`config.mk`:
```
export PLATFORM = sky130hd
export DESIGN_NAME = ltm_front
export DESIGN_NICKNAME = d
export VERILOG_FILES = /design/src/hdl/assert_macros.svh /design/src/hdl/ltm_pkg.sv /design/src/hdl/ltm_front.sv
export SDC_FILE = /design/constraint.sdc
export NUM_CORES = 1
export LEC_CHECK = 0
export ABC_AREA = 1
export BUFFER_PORTS_ARGS = -buffer_cell sky130_fd_sc_hd__buf_2
export CORE_ASPECT_RATIO = 0.7
export CORE_UTILIZATION = 47
export DETAILED_ROUTE_END_ITERATION = 16
export PLACE_DENSITY = 0.76
export SLEW_MARGIN = 20
export SYNTH_ARGS = -nofsm -noshare
export SYNTH_HDL_FRONTEND = slang
export SYNTH_SLANG_ARGS = --single-unit
```
`constraint.sdc`:
```
create_clock -name i_clk -period 4.1 [get_ports i_clk]
set_input_delay 0.41 -clock i_clk [delete_from_list [all_inputs] [get_ports i_clk]]
set_output_delay 0.41 -clock i_clk [all_outputs]
set_load 0.005 [all_outputs]
```
`src/hdl/assert_macros.svh`:
```
// Assertion macros for the lock table RTL (used by ltm_back).
// Needs a clock i_clk and an active-low reset i_rst_n in the including module.
`ifndef ASSERT_MACROS_SVH
`define ASSERT_MACROS_SVH

// Check that cond holds in the same cycle as trig.
`define LTM_ASSERT_IMP(lbl, trig, cond) \
    lbl: assert property (@(posedge i_clk) disable iff (!i_rst_n) (trig) |-> (cond)) \
        else $error("assertion failed");

// Check that cond holds in the cycle after trig.
`define LTM_ASSERT_NXT(lbl, trig, cond) \
    lbl: assert property (@(posedge i_clk) disable iff (!i_rst_n) (trig) |=> (cond)) \
        else $error("assertion failed");

`endif

```
`src/hdl/ltm_pkg.sv`:
```
// Shared types and codes of the lock table manager.
// No dependencies.
package ltm_pkg;

    localparam logic [1:0] CMD_STAT = 2'd0;
    localparam logic [1:0] CMD_ACQ  = 2'd1;
    localparam logic [1:0] CMD_REL  = 2'd2;

    localparam logic [2:0] ST_OK     = 3'd0;
    localparam logic [2:0] ST_NOENT  = 3'd1;
    localparam logic [2:0] ST_QUEUED = 3'd2;
    localparam logic [2:0] ST_FULL   = 3'd3;
    localparam logic [2:0] ST_QFULL  = 3'd4;

    localparam logic [31:0] GRANT_MAX = 32'hFFFF_FFFF;

    typedef enum logic [1:0] {
        OP_STAT,
        OP_ACQ,
        OP_REL
    } t_op;

    typedef struct packed {
        t_op         op;
        logic [15:0] client;
        logic [63:0] key;
    } t_item;

    typedef enum logic [2:0] {
        S_IDLE,
        S_SCAN,
        S_MREAD,
        S_EXEC,
        S_WDATA,
        S_SECOND
    } t_state;

endpackage

```
`src/hdl/ltm_front.sv`:
```
// Front end of the lock table: accepts items, decodes the command and
// queues them in a two-entry buffer. Depends on ltm_pkg.
module ltm_front (
    input  logic          i_clk,
    input  logic          i_rst_n,
    input  logic          i_valid,
    output logic          o_stall,
    input  logic [1:0]    i_command,
    input  logic [15:0]   i_client,
    input  logic [63:0]   i_lock_id,
    output logic          o_qvalid,
    output ltm_pkg::t_item o_qitem,
    input  logic          i_pop
);
    import ltm_pkg::*;

    t_item       r_buf [2];
    logic        r_wp, r_rp;
    logic [1:0]  r_cnt;
    t_item       dec;
    logic        push;

    // classify the command; an unused code behaves as stat
    always_comb begin
        dec.client = i_client;
        dec.key    = i_lock_id;
        unique case (i_command)
            CMD_ACQ: dec.op = OP_ACQ;
            CMD_REL: dec.op = OP_REL;
            default: dec.op = OP_STAT;
        endcase
    end

    assign o_stall  = (r_cnt == 2'd2);
    assign push     = i_valid && !o_stall;
    assign o_qvalid = (r_cnt != 2'd0);
    assign o_qitem  = r_buf[r_rp];

    // queue pointers and count
    always_ff @(posedge i_clk) begin
        if (!i_rst_n) begin
            r_wp  <= 1'b0;
            r_rp  <= 1'b0;
            r_cnt <= 2'd0;
        end else begin
            if (push) begin
                r_wp <= !r_wp;
            end
            if (i_pop) begin
                r_rp <= !r_rp;
            end
            r_cnt <= r_cnt + 2'(push) - 2'(i_pop);
        end
    end

    // hold queued items
    always_ff @(posedge i_clk) begin
        if (push) begin
            r_buf[r_wp] <= dec;
        end
    end
endmodule

```
Yosys cells after proc, flatten, opt, wreduce, memory -nomap -nowiden
Memory sizes are Yosys's and may differ from the RTL's. A register that Yosys moved wholly into a read port is not among the register bits.
Index checks and enable logic that the tools add are counted.
{"block": "classes", "n_addsub": 2, "n_mul": 0, "div": 0, "order_cmp": 0, "n_eq_ne": 3, "n_shift": 0, "mux": 5, "bitwise": 0, "n_reduce_logical": 5}
{"op": "$eq 2x2->1 const B", "count": 2}
{"op": "$mux 1", "count": 4}
{"op": "$pmux 2 s2", "count": 1}
{"op": "$logic_not 1->1", "count": 3}
{"op": "$add 2x1->2", "count": 1}
{"op": "$eq 2x1->1 const B", "count": 1}
{"op": "$reduce_bool 2->1", "count": 1}
{"op": "$sub 2x1->2", "count": 1}
{"op": "$logic_and 1x1->1", "count": 1}
{"block": "totals", "reg_bits": 4, "latchBits": 0, "ram_bits": 164, "rom_bits": 0, "wordCells": 19, "n_memories": 1}
{"name": "r_buf", "words": 2, "word_bits": 82, "rd": 1, "rd_ports_with_merged_regs": 1, "wr": 1, "line": "ltm_front.sv:17", "rtl": "t_item r_buf [2];"}

Logic depth before layout (Yosys ltp)
{"block": "logic_depth", "ltp_word": 5, "depth_mapped": 11}

Least setup slack after synthesis
Ideal clock, no wire load.
{"block": "synth_timing", "kind": "reg-to-reg", "from": "register r_cnt[0]", "to": "memory r_buf[0][0] in the netlist's numbering, enable pin", "arrival_ns": 3.954, "path_slack_ns": -0.377, "path_stages_with_launch": 5, "synth_period_minus_slack_ns": 4.477, "cell_sequence": "dfxtp_1 -> inv_1 -> nand2_1 -> nand2_1 -> nor2_1"}
{"block": "synth_between", "elab_chain_len": 5}
{"element": "start: declaration", "line": "ltm_front.sv:19", "rtl": "logic [1:0] r_cnt;"}
{"element": "start signal: assignment", "line": "ltm_front.sv:52", "rtl": "r_cnt <= r_cnt + 2'(push) - 2'(i_pop);"}
{"element": "$eq 2x2->1", "line": "ltm_front.sv:34", "rtl": "assign o_stall = (r_cnt == 2'd2);"}
{"element": "$logic_not 1->1", "line": "ltm_front.sv:35", "rtl": "assign push = i_valid && !o_stall;"}
{"element": "$logic_and 1x1->1", "line": "ltm_front.sv:35"}
{"element": "$mux 1", "line": "ltm_front.sv:58", "rtl": "if (push) begin"}
{"element": "$mux 1 (implied by the code)", "line": "ltm_front.sv:59", "rtl": "r_buf[r_wp] <= dec;"}
{"element": "end: declaration", "line": "ltm_front.sv:17"}
Every way passes these cells.

==> key figures <==
Outcome
  – Outcome: finished, final reports clean

Synth
  – Post-synth top area cell: edfxtp_1
  – Post-Syn Area: between 0.006 and 0.007 mm²
  – Simple-gate area share of the yosys netlist: 1.18%
  – YS warnings: 0
  – Xor and xnor area share after synthesis: 0%
  – Main combinational cell family by area after synthesis: multiplexers
  – Synthesized Nets: 381
  – Proportion of synthesized area in mux cells: 18.6%
  – Post-synthesis sequential area ratio: between 70% and 80%
  – Synth area leaders: edfxtp_1, mux2_4, buf_12
  – Adder-cell share of the synthesized area: less than 1%
  – Avg Cell Area, Syn: 22.4 µm²
  – Post-synth top area share: 75.0%
  – Yosys cell types: 12
  – FF+latch count, synth: roughly 170
  – Mapped Cells: about 290
  – Synth Area in Compound Gates: 0.152%

Cells and area
  – Commonest cells after routing, fill and taps aside: buf_2, edfxtp_1, mux2_4, clkbuf_16, nand2_1
  – Area delta synth->final: 22.9%
  – Layout cells sized above 1: about three fifths
  – Fillers: 979
  – Final layout net count: approximately 560
  – Finished Cell Area: 0.00807 mm²
  – Non-filler cells, final: 673
  – Commonest non-fill, non-tap cell in the layout: buf_2

Timing
  – Max-slew violations: 0
  – Final hold vios: 0
  – Setup ws final: around 1.5 ns
  – Setup Skew: 0.00777 ns
  – Slew headroom: 28.7%
  – Final setup viols: 0
  – Fmax: 389 MHz
  – RSZ-0062 raised after global routing: no
  – Least-Margin Pin Slew: 1.07 ns
  – Period utilisation layout: 62.6%
  – Setup TNS: 0 ns
  – Hold WS: between 0.15 and 0.2 ns
  – Post-layout min period: 2.57 ns

Placed design
  – PortBufs: roughly 170
  – Area after DPL: 0.00752 mm²
  – GPL Wtd Cong: around 0.75
  – Hpwl dp: 7300 µm
  – Placed cell count: 641
  – Place WS: about 1.9 ns

Floorplanning
  – Rows: 35
  – Initial core utilization: between 40% and 50%
  – Die ar.: 0.0145 mm²
  – Core Footprint: 0.0134 mm²
  – Io pins: 170
  – Die H: 101 µm
  – Chip Width: 143 µm

Clock network
  – CTS H-tree depth: 4
  – CTS sink count: 169
  – # hold bufs at CTS: 0
  – CTS Buf Count: 17
  – Clock Latency Late Sink: roughly 0.4 ns
  – Root Driver: clkbuf_16
  – TritonCTS clock tree: built
  – Post-cts sizing count: 0
  – CTS clk-pin slew, worst paths: ~0.070 ns
  – Setup Buffers After CTS: 0
  – Clock Path Buffers: 2

Worst hold path
  – HP Class: primary input to register

Drt
  – Detailed Routing Iterations Pass 1: 4
  – Vias: 3205
  – Drt wl/cell: 16.3 µm
  – DRT Wirelength: 11000 µm
  – First-iteration detailed-routing DRC count: 140
  – Vias per cell: 4.76
  – DR DRC count: 0
  – Post-route ant nets: 0

Global route
  – Pin count of the biggest net entering global routing: 79
  – Total Routing Usage GR: 15.8%
  – First-pass GRT wire length: 16400 µm
  – GRT overflow: 0
  – Number of global-route vias before repair: around 3300
  – Antenna violations before repair: 1

Critical path
  – CP Class: register to output pin
  – CP peak stage delay: 0.88 ns
  – Crit path max fanout: 44
  – Crit path DAT: 2.16 ns
  – WP data required: roughly 3.7 ns
  – CP startpoint kind: register
  – CP endpoint kind: output pin
  – CP max-delay cell: dfxtp_4
  – CP cell instances: buf_12, mux2_4, buf_2

Power and ir drop
  – Leak: 3.24 nW
  – P per Cell Area: 503 mW/mm²
  – Max rail drop VDD: 0.000288 V

Run
  – Max Cap Viol: 0
## flip-flops by register name, indices dropped and copies added, names as in the netlist, named ones only
signal,count
r_rp,1
r_buf,164
r_wp,1
r_cnt,2
## report_power, final
part	total [W]	switching, W	internal [W]
clock network	0.00147	0.000632	0.000836
logic	0.000469	0.000216	0.000254
registers	0.00212	0.0000543	0.00207
total	0.00406	0.000902	0.00316
## cells in the mapped netlist
cell type,number
nand3_1,2
edfxtp_1,164
buf_6,1
ha_1,2
mux2_4,80
nor2_1,8
dfxtp_1,5
inv_1,9
nand2_1,10
a21oi_1,2
mux2_2,2
buf_12,8
## per-layer routing
layer	global-route usage [%]	share of wire, %
met1	19.0	43
met2	25.6	46
met4	5.89	1.3
met3	6.60	9.0
met5	0	0
## final timing paths
| check | start | end | slack [ns] | depth (start not counted) |
|---|---|---|---|---|
| worst max-delay path | register | o_qitem[37] | 1.53 | 3 |
| worst min-delay path | i_client[14] | r_buf[0][78]$_DFFE_PP_ | 0.18 | 1 |
| worst max register to register | r_cnt[0]$_SDFF_PN0_ | r_buf[1][40]$_DFFE_PP_ | 1.91 | 5 |
| worst min register to register | r_rp$_SDFFE_PN0P_ | r_rp$_SDFFE_PN0P_ | 0.50 | 2 |
## worst max-delay path: cells and delay by family, from the launching register on
| family | cells | cell delay, ns |
|---|---|---|
| flip-flops | 1 | 0.88 |
| buffers and inverters | 2 | 0.51 |
| multiplexers | 1 | 0.34 |
## per-stage QoR
stage,power (W),utilization (%)
floorplan,0.00245,-
global placement,0.00262,56.1
detailed placement,0.00264,56.1
CTS,0.00411,60.2
global route,0.00423,60.2
finish,0.00406,60.2
## kinds of logic after synthesis
family	Yosys count
adders and majority gates	2
DFF	169
AOI/OAI and AO/OA	2
muxes	82
and+or+nand+nor	20
buffers and inverters	18
## area by class of cell
type	count	area (µm²)	area share, %
well taps	185	231	2.87
diodes	1	2.50	0.0310
inverters	9	35.0	0.434
repair buffers	172	881	10.9
clock buffers	18	429	5.32
clock inverters	13	120	1.49
flip-flops and latches	169	5030	62.3
multi-input cells	106	1340	16.6
Note: power is estimated with default switching activity, not from simulation.
